## src/sv/kfat_pkg.sv

```systemverilog
package kfat_pkg;

	localparam int KEY_W  = 24;
	localparam int KIND_W = 8;
	localparam int IN_F_W = 32;
	localparam int DIV_W  = 32;
	localparam int ST_W   = 3;
	localparam int FUNC_W = 2;

	// operation codes
	localparam logic [FUNC_W-1:0] FUNC_CLEAR = 2'd0;
	localparam logic [FUNC_W-1:0] FUNC_ADD   = 2'd1;
	localparam logic [FUNC_W-1:0] FUNC_DIV   = 2'd2;
	localparam logic [FUNC_W-1:0] FUNC_READ  = 2'd3;

	// result status codes
	localparam logic [ST_W-1:0] ST_APPENDED = 3'd0;
	localparam logic [ST_W-1:0] ST_ACCUM    = 3'd1;
	localparam logic [ST_W-1:0] ST_FULL     = 3'd2;
	localparam logic [ST_W-1:0] ST_DIVZERO  = 3'd3;
	localparam logic [ST_W-1:0] ST_ENTRY    = 3'd4;
	localparam logic [ST_W-1:0] ST_EMPTY    = 3'd5;

	typedef struct packed {
		logic [FUNC_W-1:0]        func;
		logic [KEY_W-1:0]         partner;
		logic [KIND_W-1:0]        kind_bits;
		logic signed [IN_F_W-1:0] force_x;
		logic signed [IN_F_W-1:0] force_y;
		logic signed [IN_F_W-1:0] force_z;
		logic [DIV_W-1:0]         divisor;
	} cmd_item_t;

	typedef struct packed {
		logic [ST_W-1:0]          status;
		logic                     saturated;
		logic [KEY_W-1:0]         out_partner;
		logic [KIND_W-1:0]        out_kind_bits;
		logic signed [IN_F_W-1:0] out_force_x;
		logic signed [IN_F_W-1:0] out_force_y;
		logic signed [IN_F_W-1:0] out_force_z;
		logic                     last;
	} res_item_t;

	typedef struct packed {
		logic start;
		logic ack;
	} div_ctl_t;

endpackage

```

## src/sv/kfat_div.sv

```systemverilog
module kfat_div #(
	parameter int FORCE_WIDTH = 32
) (
	input  logic                          clk,
	input  logic                          arst_n,
	input  kfat_pkg::div_ctl_t            ctl,
	input  logic signed [FORCE_WIDTH-1:0] fx,
	input  logic signed [FORCE_WIDTH-1:0] fy,
	input  logic signed [FORCE_WIDTH-1:0] fz,
	input  logic [kfat_pkg::DIV_W-1:0]    divisor,
	output logic signed [FORCE_WIDTH-1:0] qx,
	output logic signed [FORCE_WIDTH-1:0] qy,
	output logic signed [FORCE_WIDTH-1:0] qz,
	output logic                          sat,
	output logic                          done
);
	import kfat_pkg::*;

	localparam int QW = FORCE_WIDTH + 16;
	localparam int CW = $clog2(QW + 1);
	localparam logic [FORCE_WIDTH-1:0] FMAX = {1'b0, {(FORCE_WIDTH-1){1'b1}}};
	localparam logic [FORCE_WIDTH-1:0] FMIN = {1'b1, {(FORCE_WIDTH-1){1'b0}}};
	localparam logic [QW-1:0] LIM  = QW'(FMAX);
	localparam logic [QW-1:0] LIM1 = QW'(FMAX) + QW'(1);

	typedef enum logic [2:0] {D_IDLE, D_LOAD, D_RUN, D_FIN, D_DONE} dstate_t;

	dstate_t                 state_q;
	logic [1:0]              comp_q;
	logic [CW-1:0]           cnt_q;
	logic [QW-1:0]           quo_q;
	logic [DIV_W-1:0]        rem_q;
	logic [DIV_W-1:0]        dv_q;
	logic                    neg_q;
	logic                    sat_q;
	logic [FORCE_WIDTH-1:0]  f_q [3];
	logic [FORCE_WIDTH-1:0]  r_q [3];

	logic [FORCE_WIDTH-1:0]  cur_f;
	logic [FORCE_WIDTH-1:0]  mag;
	logic [DIV_W:0]          trial;
	logic                    take;
	logic [FORCE_WIDTH-1:0]  fin_val;
	logic                    fin_sat;

	always_comb begin
		cur_f = f_q[comp_q];
		mag   = cur_f[FORCE_WIDTH-1] ? (~cur_f + FORCE_WIDTH'(1)) : cur_f;
		trial = {rem_q, quo_q[QW-1]};
		take  = trial >= {1'b0, dv_q};
		// clamp the magnitude quotient back into the signed range
		fin_sat = |(quo_q >> 63);
		if (!neg_q) begin
			if (quo_q > LIM) begin
				fin_val = FMAX;
				fin_sat = 1'b1;
			end else begin
				fin_val = quo_q[FORCE_WIDTH-1:0];
			end
		end else if (quo_q > LIM1) begin
			fin_val = FMIN;
			fin_sat = 1'b1;
		end else if (quo_q == LIM1) begin
			fin_val = FMIN;
		end else begin
			fin_val = ~quo_q[FORCE_WIDTH-1:0] + FORCE_WIDTH'(1);
		end
	end

	always_ff @(posedge clk or negedge arst_n) begin
		if (!arst_n) begin
			state_q <= D_IDLE;
			comp_q  <= '0;
			cnt_q   <= '0;
			sat_q   <= 1'b0;
		end else begin
			case (state_q)
				D_IDLE: begin
					if (ctl.start) begin
						f_q[0]  <= fx;
						f_q[1]  <= fy;
						f_q[2]  <= fz;
						dv_q    <= divisor;
						comp_q  <= 2'd0;
						sat_q   <= 1'b0;
						state_q <= D_LOAD;
					end
				end
				D_LOAD: begin
					neg_q   <= cur_f[FORCE_WIDTH-1];
					quo_q   <= {mag, 16'b0};
					rem_q   <= '0;
					cnt_q   <= CW'(QW);
					state_q <= D_RUN;
				end
				D_RUN: begin
					// restoring division, one quotient bit a cycle
					rem_q <= take ? DIV_W'(trial - {1'b0, dv_q}) : trial[DIV_W-1:0];
					quo_q <= {quo_q[QW-2:0], take};
					cnt_q <= cnt_q - CW'(1);
					if (cnt_q == CW'(1))
						state_q <= D_FIN;
				end
				D_FIN: begin
					r_q[comp_q] <= fin_val;
					sat_q       <= sat_q | fin_sat;
					if (comp_q == 2'd2) begin
						state_q <= D_DONE;
					end else begin
						comp_q  <= comp_q + 2'd1;
						state_q <= D_LOAD;
					end
				end
				D_DONE: begin
					if (ctl.ack)
						state_q <= D_IDLE;
				end
				default: state_q <= D_IDLE;
			endcase
		end
	end

	assign qx   = r_q[0];
	assign qy   = r_q[1];
	assign qz   = r_q[2];
	assign sat  = sat_q;
	assign done = state_q == D_DONE;
endmodule

```

## config.mk

```make
export PLATFORM = sky130hd
export DESIGN_NAME = kfat_div
export DESIGN_NICKNAME = d
export VERILOG_FILES = /design/src/sv/kfat_pkg.sv /design/src/sv/kfat_div.sv
export SDC_FILE = /design/constraint.sdc
export NUM_CORES = 1
export LEC_CHECK = 0
export BUFFER_PORTS_ARGS = -buffer_cell sky130_fd_sc_hd__buf_2
export CORE_MARGIN = 10
export CORE_UTILIZATION = 62
export CTS_CLUSTER_SIZE = 28
export DETAILED_ROUTE_END_ITERATION = 16
export GPL_ROUTABILITY_DRIVEN = 0
export PLACE_DENSITY_LB_ADDON = 0.05
export REMOVE_ABC_BUFFERS = 1
export SKIP_LAST_GASP = 1
export SLEW_MARGIN = 20
export SYNTH_ARGS = -nofsm -noshare
export SYNTH_HDL_FRONTEND = slang
export SYNTH_SLANG_ARGS = --single-unit
```

## constraint.sdc

```tcl
create_clock -name clk -period 11.05 [get_ports clk]
set_clock_uncertainty 0.05 [all_clocks]
set_input_delay 1.105 -clock clk [delete_from_list [all_inputs] [get_ports clk]]
set_output_delay 1.105 -clock clk [all_outputs]
set_load 0.02 [all_outputs]
```

==> results of run 1 <==
## metal layers
layer | vias up | wire [um]
met5 | - | 0
met4 | 0 | 675
met3 | 51 | 2860
met2 | 469 | 15500
met1 | 4874 | 14900
li1 | 5020 | -
## flip-flops by register name, summed over array words and instances (netlist names)
signal	flops
cnt_q	6
comp_q	2
dv_q	32
f_q	96
neg_q	1
quo_q	48
r_q	96
rem_q	32
sat	1
state_q	3
## placed cells by master (no fill, tap or decap), types with 16 or more instances in the layout
master / count
mux2_2: 17
o21ai_0: 84
edfxtp_1: 305
clkbuf_16: 35
xnor2_1: 25
ha_1: 39
a21oi_1: 67
nand3_1: 24
buf_2: 229
a211oi_1: 16
nor2_1: 87
and3_1: 19
a21o_1: 16
xor2_1: 27
nor4_1: 16
inv_1: 64
nand2_1: 104
nor3_1: 31
o311ai_0: 23
mux2i_1: 47
nand4_1: 18
## critical path, delay by kind of cell (launching register included)
kind	cells	cell delay [ps]
multiplexers	1	270
buffers and inverters	1	450
AND/OR/NAND/NOR	5	1710
adder cells (fa/ha/maj)	1	450
AO/OA/AOI/OAI	2	540
flip-flops	1	420
## area by class of cell
cell class	count	area [um^2]
clock buffer	45	913
multi-input combinational	777	5050
clock inverter	14	93.8
inverter	65	244
sequential	317	9460
fill	1643	6230
timing repair buffer	239	1220
tap	319	399
## worst paths after layout
kind / end / slack (ps) / cells past startpoint
worst min-delay path: cnt_q[5] / 430 / 1
worst min register to register: cnt_q[5] / 430 / 1
max in group asynchronous: cnt_q[3] / 10270 / 1
worst max-delay path: rem_q[8] / 6860 / 10
min in group asynchronous: sat / 440 / 1
worst max register to register: rem_q[8] / 6860 / 10
## power by group
| part | switching, W | internal [W] |
|---|---|---|
| Combinational | 0.000897 | 0.000521 |
| Sequential | 0.000154 | 0.00165 |
| Clock | 0.000436 | 0.000604 |
## stage by stage
stage	cell area, um^2	std cells	util	total power, W
6_report	17400	1776	0.736	0.00426
5_1_grt	17400	1776	0.736	0.00452
4_1_cts	17400	1776	0.736	0.00427
3_5_place_dp	16400	1717	0.693	0.00322
3_3_place_gp	16400	1717	0.693	0.00318
2_1_floorplan	14700	1159	-	0.00284
## cells by family after synthesis
group | count (synthesis) | synth area share
compound gates | 270 | 0.113
xor+xnor | 52 | 0.0305
fa+ha+maj | 40 | 0.0340
buf+inv | 120 | 0.0307
flops | 317 | 0.633
mux | 65 | 0.0451
simple gates | 350 | 0.114
==> impl_results.md, run 1 <==
- Status: finished clean
- Post-route setup TNS: 0 ps
- Post-synth top area cell: edfxtp_1
- Total setup buffers inserted after CTS: 0
- Final clock period utilization by the worst path: 0.379
- CTS clk-pin slew, worst paths: 60 ps
- Worst vdd rail ir drop: 0.000184 V
- Die area: 30700 um^2
- Data required, critical path: 11230 ps
- Final WS setup: 6860 ps
- Overall Global Routing Usage: 0.215
- Leak: 6.73 nW
- Worst hold slack: 426 ps
- # hold bufs at CTS: 0
- Hpwl dp: 23600 um
- Netlist Area Pre-Place: 14900 um^2
- PwrDens: 245 nW/um^2
- Most frequent cells after synthesis: 305 x edfxtp_1, 104 x nand2_1, 91 x nor2_1
- Initial DRT Pass Iterations: 5
- CTS Buffer Depth: 3
- Setup Crit Path Kind: reg -> reg
- Worst-Skew Late Latency: 510 ps
- Max Slew Vio Count: 0
- Number of synthesized flops with an enable pin: 305
- Via Count: 10400
- Top cells by area, synth: edfxtp_1 61%, ha_1 3.3%, mux2i_1 3.1%, o21ai_0 2.8%, nand2_1 2.6%
- DRC: 0
- Global route total overflow: 0
- Rel. slew slack: 0.277
- Total core area: 23600 um^2
- Initial Utilization: 0.633
- Slowest stage delay, CP: 710 ps
- Grt peak-use layer: met2
- Largest net degree at the start of global routing: 97
- Total wire length: 33900 um
- Total clock buffers created by CTS: 34
- Share of post-route cells with drive strength above 1: 0.216
- Type of origin of the critical path: register
- Final nets: 1606
- CP endpoint kind: register
- Met3 usage: 0.0502
- Die Y: 175 um
- FMAX: 0.239 GHz
- # rows: 56
- Critical path's slowest cell: nor2_2
- Yosys reg bits: 317
- Synth top area share: 0.613
- Distinct cell type count after synthesis: 64
- Main synth FF type: edfxtp_1
- Vias/cell: 5.86
- Crit path launch: rem_q[13]
- # Max-Cap Violations: 0
- Antenna violations before repair: 0
- # diodes: 0
- Final count of negative-setup-slack endpoints: 0
- Post-DRT Antenna Nets: 0
- Hold Vio Cnt, Final: 0
- Most common cell in the synthesized netlist: edfxtp_1
- Die width: 175 um
- Gates resized, CTS repair: 0
- CTS HTree Levels: 2
- Sequential fraction of the synthesis area: 0.633
- Global-route wire length before repair: 54200 um
- Top Ports: 230
- Clock root buffer: clkbuf_16
- IO buf count: 229
- Asr flop ratio synth: 0.0379
- Met2 GRT Util: 0.339
- Reg2Reg Launch Point: rem_q[13]
- Min-Delay Path Class: reg -> reg
- Syn Inst Count: 1214
- CTS Sinks: 317
- Worst-path maximum fanout: 23
- Synth-to-Final Area Change: 16.4%
- Crit path DAT: 4370 ps
- Fin crit period: 4190 ps
- Warnings from Yosys: 0
- CTS tree: yes
- Routing usage on met1: 0.292
- Mean Syn Cell Area: 12.3 um^2
- Place WS: 6930 ps
- RSZ-0062 raised after global routing: false
- Iteration-0 DRC Markers: 889
- Crit-path cells: ha_1 -> nand4_1 -> nor4_1 -> a41oi_1 -> and3b_1 -> o311a_1 -> nor2_2 -> buf_4 -> mux2i_1 -> nor2_1
- Worst-Margin Slew: 1090 ps
- Hold path start: cnt_q[5]
- Wire length per cell: 19.1 um
- Vias in the first global route: 10400
Power figures use the tool's default switching activity.
==> inputs of run 2 (changes only) <==
ABC_AREA = 1   (was unset)
CORE_UTILIZATION = 52   (was 62)
clock period = 3.8 ns   (was 11.05 ns; I/O delays follow)
==> run 2 against run 1 <==
- hold slack lost 400 ps
- utilization shrank 7.9 points
- global-route usage shrank 0.20 points
- synthesized cell count grew 37%
- critical path type unchanged
==> impl_results.md, run 2 <==
- Gate power share: 0.361 (+0.028)
- Via Count: 12600 (+21%)
- Worst-path maximum fanout: 23 (unchanged)
- Number of synthesized flops with an enable pin: 305 (unchanged)
- Warnings from Yosys: 0 (unchanged)
- CTS tree: yes
- Vias/cell: 5.16 (-12%)
- Crit path launch: quo_q[47]
- Type of origin of the critical path: register
- Final nets: 2193 (+37%)
- Commonest cells after routing, fill and taps aside: 426 x nand2_1, 305 x edfxtp_1, 229 x buf_2
- CP endpoint kind: register
- Clock power share: 0.262 (+0.018)
- Worst hold path depth: 1 (unchanged)
- Global route total overflow: 0 (unchanged)
- Util after Layout: 0.657 (-0.0791)
- Reg2Reg Launch Point: quo_q[47]
- Sw frac: 0.370 (+0.0215)
- Post-synth top area cell: edfxtp_1
- FMAX: 0.333 GHz (+40%)
- Regs by FF count: f_q (96), r_q (96), quo_q (48)
- Min-Delay Path Class: in -> reg
- Post-DRT Antenna Nets: 0 (unchanged)
- R2R depth: 7 (-3)
- Clock root buffer: clkbuf_16
- Total core area: 30600 um^2 (+30%)
- Iteration-0 DRC Markers: 913 (+2.7%)
- RSZ-0062 raised after global routing: false
- Pint: 0.00863 W (+210%)
- Overall Global Routing Usage: 0.213 (-0.00204)
- Worst vdd rail ir drop: 0.000375 V (+100%)
- Share of post-route cells with drive strength above 1: 0.177 (-0.0381)
- Worst-Margin Slew: 877 ps (-208 ps)
- CTS Buffer Depth: 3 (unchanged)
- DRC: 0 (unchanged)
- Status: finished clean
- CTS HTree Levels: 2 (unchanged)
- Top Ports: 230 (unchanged)
- Sw power: 0.00508 W (+240%)
- Hold path start: divisor[7]
- Data required, critical path: 3960 ps (-7270 ps)
- Hpwl dp: 28100 um (+19%)
- Worst hold slack: 21.5 ps (-404 ps)
- Syn Inst Count: 1658 (+37%)
- Synth-to-Final Area Change: 25.0%
- Leak: 8.41 nW (+25%)
- Die area: 38400 um^2 (+25%)
- Most common cell in the synthesized netlist: nand2_1
- Die Y: 196 um (+12%)
- Yosys reg bits: 317 (unchanged)
- Worst-Skew Late Latency: 530 ps (+20 ps)
- Setup Crit Path Kind: reg -> reg
- Wire length per cell: 17.0 um (-11%)
- Main synth FF type: edfxtp_1
- Most frequent cells after synthesis: 426 x nand2_1, 305 x edfxtp_1, 190 x nor2_1
- Synth top area share: 0.570 (-0.0435)
- Total wire length: 41500 um (+22%)
- Commonest non-fill, non-tap cell in the layout: nand2_1
- # rows: 64 (+14%)
- Antenna violations before repair: 3 (+3)
- Total setup buffers inserted after CTS: 0 (unchanged)
- Vias in the first global route: 12700 (+23%)
- Die width: 196 um (+12%)
- Largest net degree at the start of global routing: 75 (-23%)
- IO buf count: 229 (unchanged)
- Crit path DAT: 3160 ps (-1210 ps)
- Mean Syn Cell Area: 9.70 um^2 (-21%)
- Distinct cell type count after synthesis: 50 (-22%)
- Asr flop ratio synth: 0.0379 (unchanged)
- Max Slew Vio Count: 0 (unchanged)
- Post-route setup TNS: 0 ps (unchanged)
- Tot Pwr: 0.0137 W (+220%)
- Fin crit period: 3000 ps (-1190 ps)
- Netlist Area Pre-Place: 16100 um^2 (+7.6%)
- Initial DRT Pass Iterations: 5 (unchanged)
- Total clock buffers created by CTS: 35 (+2.9%)
- CTS clk-pin slew, worst paths: 60 ps (about the same)
- Global-route wire length before repair: 67200 um (+24%)
- PwrDens: 682 nW/um^2 (+180%)
- Rel. slew slack: 0.414 (+0.138)
- Initial Utilization: 0.526 (-0.107)
- Final count of negative-setup-slack endpoints: 0 (unchanged)
- Sequential fraction of the synthesis area: 0.588 (-0.0450)
- CTS Sinks: 317 (unchanged)
- Placed Area: 17600 um^2 (+7.5%)
- Hold Vio Cnt, Final: 0 (unchanged)
- # Max-Cap Violations: 0 (unchanged)
- Sequential Power Share: 0.378 (-0.045)
- Final design area excluding fillers: 20100 um^2 (+16%)
- Final clock period utilization by the worst path: 0.791 (+0.411)
- Top cells by area, synth: edfxtp_1 57%, nand2_1 9.9%, nor2_1 4.4%, inv_1 3.6%, nand3_1 3.5%
[run 2: critical path: stages (launching register included)]
cell	delay [ps]
edfxtp_1	410
nor2_1	130
nand2_1	80
nor2_1	130
nand2_1	150
nor3_2	470
inv_1	490
o21ai_0	790
[run 2: cells by family after synthesis]
kind of cell,synth area share
fa+ha+maj,0.0316
flops,0.588
mux,0.000622
compound gates,0.0636
simple gates,0.233
xor+xnor,0.0261
buf+inv,0.0572
[run 2: power by group through the flow]
stage	Combinational, W	Clock (W)	Sequential [W]
after floorplan	0.00344	0	0.00530
after global placement	0.00475	0	0.00521
after detailed placement	0.00481	0	0.00524
after CTS	0.00494	0.00365	0.00517
after global routing	0.00562	0.00381	0.00524
final	0.00495	0.00359	0.00518
[run 2: final timing paths]
check                             end  slack [ps]
max                        r_q[0][23]         800
min                           dv_q[7]          20
max reg2reg                r_q[0][23]         800
min reg2reg                       sat         450
max in group asynchronous    cnt_q[0]        3190
min in group asynchronous   comp_q[0]         270
[run 2: repair_timing]
item                                   CTS  global route
endpoints found under the hold margin  139             0
gates resized for setup                  0             0
hold buffers                           128             0
[run 2: layout make-up]
| class | instances | area [um^2] |
|---|---|---|
| well taps | 396 | 495 |
| inverters | 162 | 611 |
| flip-flops and latches | 317 | 9460 |
| clock buffers | 42 | 945 |
| diodes | 2 | 5.00 |
| multi-input cells | 1132 | 5740 |
| repair buffers | 373 | 2570 |
| clock inverters | 20 | 275 |
| fillers | 2424 | 10500 |
[run 2: per-stage QoR]
stage               worst slack, ps  cells
finish                          795   2444
global route                    582   2442
CTS                             661   2442
detailed placement              687   2252
global placement                870   2252
floorplan                     -7650   1611
[run 2: per-layer routing]
| layer | part of all wire | global-route usage | vias up |
|---|---|---|---|
| met5 | 0.00031 | 0 | - |
| met3 | 0.072 | 0.0496 | 67 |
| met2 | 0.46 | 0.336 | 383 |
| li1 | - | - | 6316 |
| met4 | 0.021 | 0.0628 | 2 |
| met1 | 0.45 | 0.287 | 5854 |
==> inputs of run 3 (changes only) <==
CORE_UTILIZATION = 58   (was 52)
clock period = 2.8 ns   (was 3.8 ns; I/O delays follow)
==> run 3 against run 2 <==
- via count rose by 3.1%
- sequential cell count did not move
- sequential share of layout area fell by 0.33 points
- non-clock buffer count rose by 11
- highest routed layer is now met4
- cell count fell by 0.41%
- die area fell by 9.3%
- combinational power rose by 38%
==> impl_results.md, run 3 (same netlist as run 2, synthesis figures left out) <==
- Sw power: 0.00689 W (+36%)
- Leak: 8.50 nW (+1.0%)
- Tot Pwr: 0.0188 W (+37%)
- Gate power share: 0.363 (+0.002)
- Commonest non-fill, non-tap cell in the layout: nand2_1
- Type of origin of the critical path: register
- Largest net degree at the start of global routing: 81 (+8.0%)
- Regs by FF count: f_q (96), r_q (96), quo_q (48)
- Sw frac: 0.368 (-0.00288)
- CTS Buffer Depth: 3 (unchanged)
- Sequential Power Share: 0.376 (-0.002)
- Die Y: 187 um (-4.8%)
- Hpwl dp: 27500 um (-1.8%)
- Share of post-route cells with drive strength above 1: 0.180 (+0.00268)
- Final count of negative-setup-slack endpoints: 0 (unchanged)
- CP endpoint kind: register
- Vias/cell: 5.35 (+3.5%)
- Synth-to-Final Area Change: 25.9%
- Rel. slew slack: 0.549 (+0.134)
- Min-Delay Path Class: in -> async
- Placed Area: 17700 um^2 (+0.53%)
- Post-route setup TNS: 0 ps (unchanged)
- Fin crit period: 2610 ps (-393 ps)
- Total core area: 27100 um^2 (-11%)
- Via Count: 13000 (+3.1%)
- Total clock buffers created by CTS: 36 (+2.9%)
- Vias in the first global route: 13000 (+2.0%)
- DRC: 0 (unchanged)
- Overall Global Routing Usage: 0.237 (+0.0245)
- Pint: 0.0119 W (+37%)
- Total wire length: 42300 um (+2.0%)
- Final design area excluding fillers: 20200 um^2 (+0.72%)
- Worst vdd rail ir drop: 0.000674 V (+80%)
- FMAX: 0.383 GHz (+15%)
- Fillers: 1887 (-22%)
- IO buf count: 229 (unchanged)
- FF-to-FF setup slack: 190 ps (-610 ps)
- Final clock period utilization by the worst path: 0.933 (+0.142)
- Die area: 34800 um^2 (-9.3%)
- Crit path launch: rem_q[1]
- Top Ports: 230 (unchanged)
- Total setup buffers inserted after CTS: 0 (unchanged)
- RSZ-0062 raised after global routing: true
- Worst-Margin Slew: 676 ps (-201 ps)
- CTS tree: yes
- Status: finished clean
- CTS Sinks: 317 (unchanged)
- Iteration-0 DRC Markers: 1225 (+34%)
- Final nets: 2205 (+0.55%)
- Wire length per cell: 17.4 um (+2.4%)
- Reg2Reg Launch Point: rem_q[1]
- Data required, critical path: 3010 ps (-950 ps)
- Post-DRT Antenna Nets: 0 (unchanged)
- Clock power share: 0.261 (about the same)
- # rows: 60 (-6.3%)
- Hold Vio Cnt, Final: 0 (unchanged)
- R2R depth: 14 (+7)
- Max Slew Vio Count: 0 (unchanged)
- Setup Crit Path Kind: reg -> reg
- Die width: 187 um (-4.8%)
- # Max-Cap Violations: 0 (unchanged)
- CTS HTree Levels: 2 (unchanged)
- Initial Utilization: 0.593 (+0.0677)
- Worst-Skew Late Latency: 520 ps (about the same)
- Antenna violations before repair: 2 (-1)
- R2R Path End: rem_q[8]
- Initial DRT Pass Iterations: 6 (+1)
- PwrDens: 926 nW/um^2 (+36%)
- Clock root buffer: clkbuf_16
- Worst-path maximum fanout: 23 (unchanged)
- Global route total overflow: 0 (unchanged)
- Global-route wire length before repair: 68300 um (+1.6%)
- Commonest cells after routing, fill and taps aside: 426 x nand2_1, 305 x edfxtp_1, 229 x buf_2
- CTS clk-pin slew, worst paths: 60 ps (about the same)
- Worst Setup EP: rem_q[8]
- Crit path DAT: 2820 ps (-340 ps)
[run 3: cell types whose count changed in the layout (fill, tap and decap cells not counted), moves of 2 or more]
cell	delta
buf_12	+5
buf_4	+3
clkinv_1	+2
dlygate4sd3_1	+3
inv_6	-2
o21ai_0	-2
o21ai_1	+2
[run 3: critical path, stage by stage, from the launching register on]
cell and delay [ps]:
edfxtp_1 400, ha_1 390, nand2_1 90, o21ai_2 260, nand2_2 80, nand2_2 140
nand2_2 90, nand2_4 100, nand2_4 60, nand2_4 70, nand2_4 110, nand2_4 110
inv_2 170, nor2_1 160, nor2_1 60
[run 3: worst min path at each step]
stage	to	slack, ps	cells past startpoint
after floorplan	cnt_q[0]	-70	0
after global placement	comp_q[1]	140	1
after detailed placement	comp_q[1]	150	1
after CTS	cnt_q[4]	140	2
after global routing	sat	170	2
final	sat	140	2
[run 3: cell type report]
class                   count  area, um^2  area share
clock buffers              44         973      0.0481
multi-input cells        1132        5740       0.283
inverters                 162         611      0.0302
diodes                      2        5.00    0.000247
flip-flops and latches    317        9460       0.467
repair buffers            384        2730       0.135
well taps                 372         465      0.0230
clock inverters            21         268      0.0132
[run 3: power groups by stage]
stage	clock [W]	combinational [W]	sequential (W)
after floorplan	0	0.00467	0.00720
after global placement	0	0.00646	0.00709
after detailed placement	0	0.00655	0.00712
after CTS	0.00493	0.00674	0.00703
after global routing	0.00514	0.00767	0.00715
final	0.00489	0.00681	0.00705
[run 3: timing repair]
action / 4_1_cts / 5_1_grt
endpoints found under the hold margin: 142 / 0
setup endpoints to repair: 0 / 8
gates resized for setup: 0 / 2
hold buffers: 131 / 0
[run 3: through the flow]
| stage | instances | hold WS, ps | util | worst slack, ps |
|---|---|---|---|---|
| 2_1_floorplan | 1611 | -65.6 | - | -8650 |
| 4_1_cts | 2432 | 139 | 0.747 | 148 |
| 3_5_place_dp | 2236 | 148 | 0.653 | 164 |
| 6_report | 2434 | 137 | 0.747 | 188 |
| 5_1_grt | 2434 | 171 | 0.747 | -0.0231 |
| 3_3_place_gp | 2236 | 143 | 0.653 | 208 |
[run 3: metal layers]
layer / share of wire / up-vias / track usage
met4: 0.021 / 0 / 0.0639
met3: 0.085 / 62 / 0.0525
li1: - / 6342 / -
met2: 0.48 / 562 / 0.389
met1: 0.42 / 6047 / 0.313
met5: 0 / - / 0
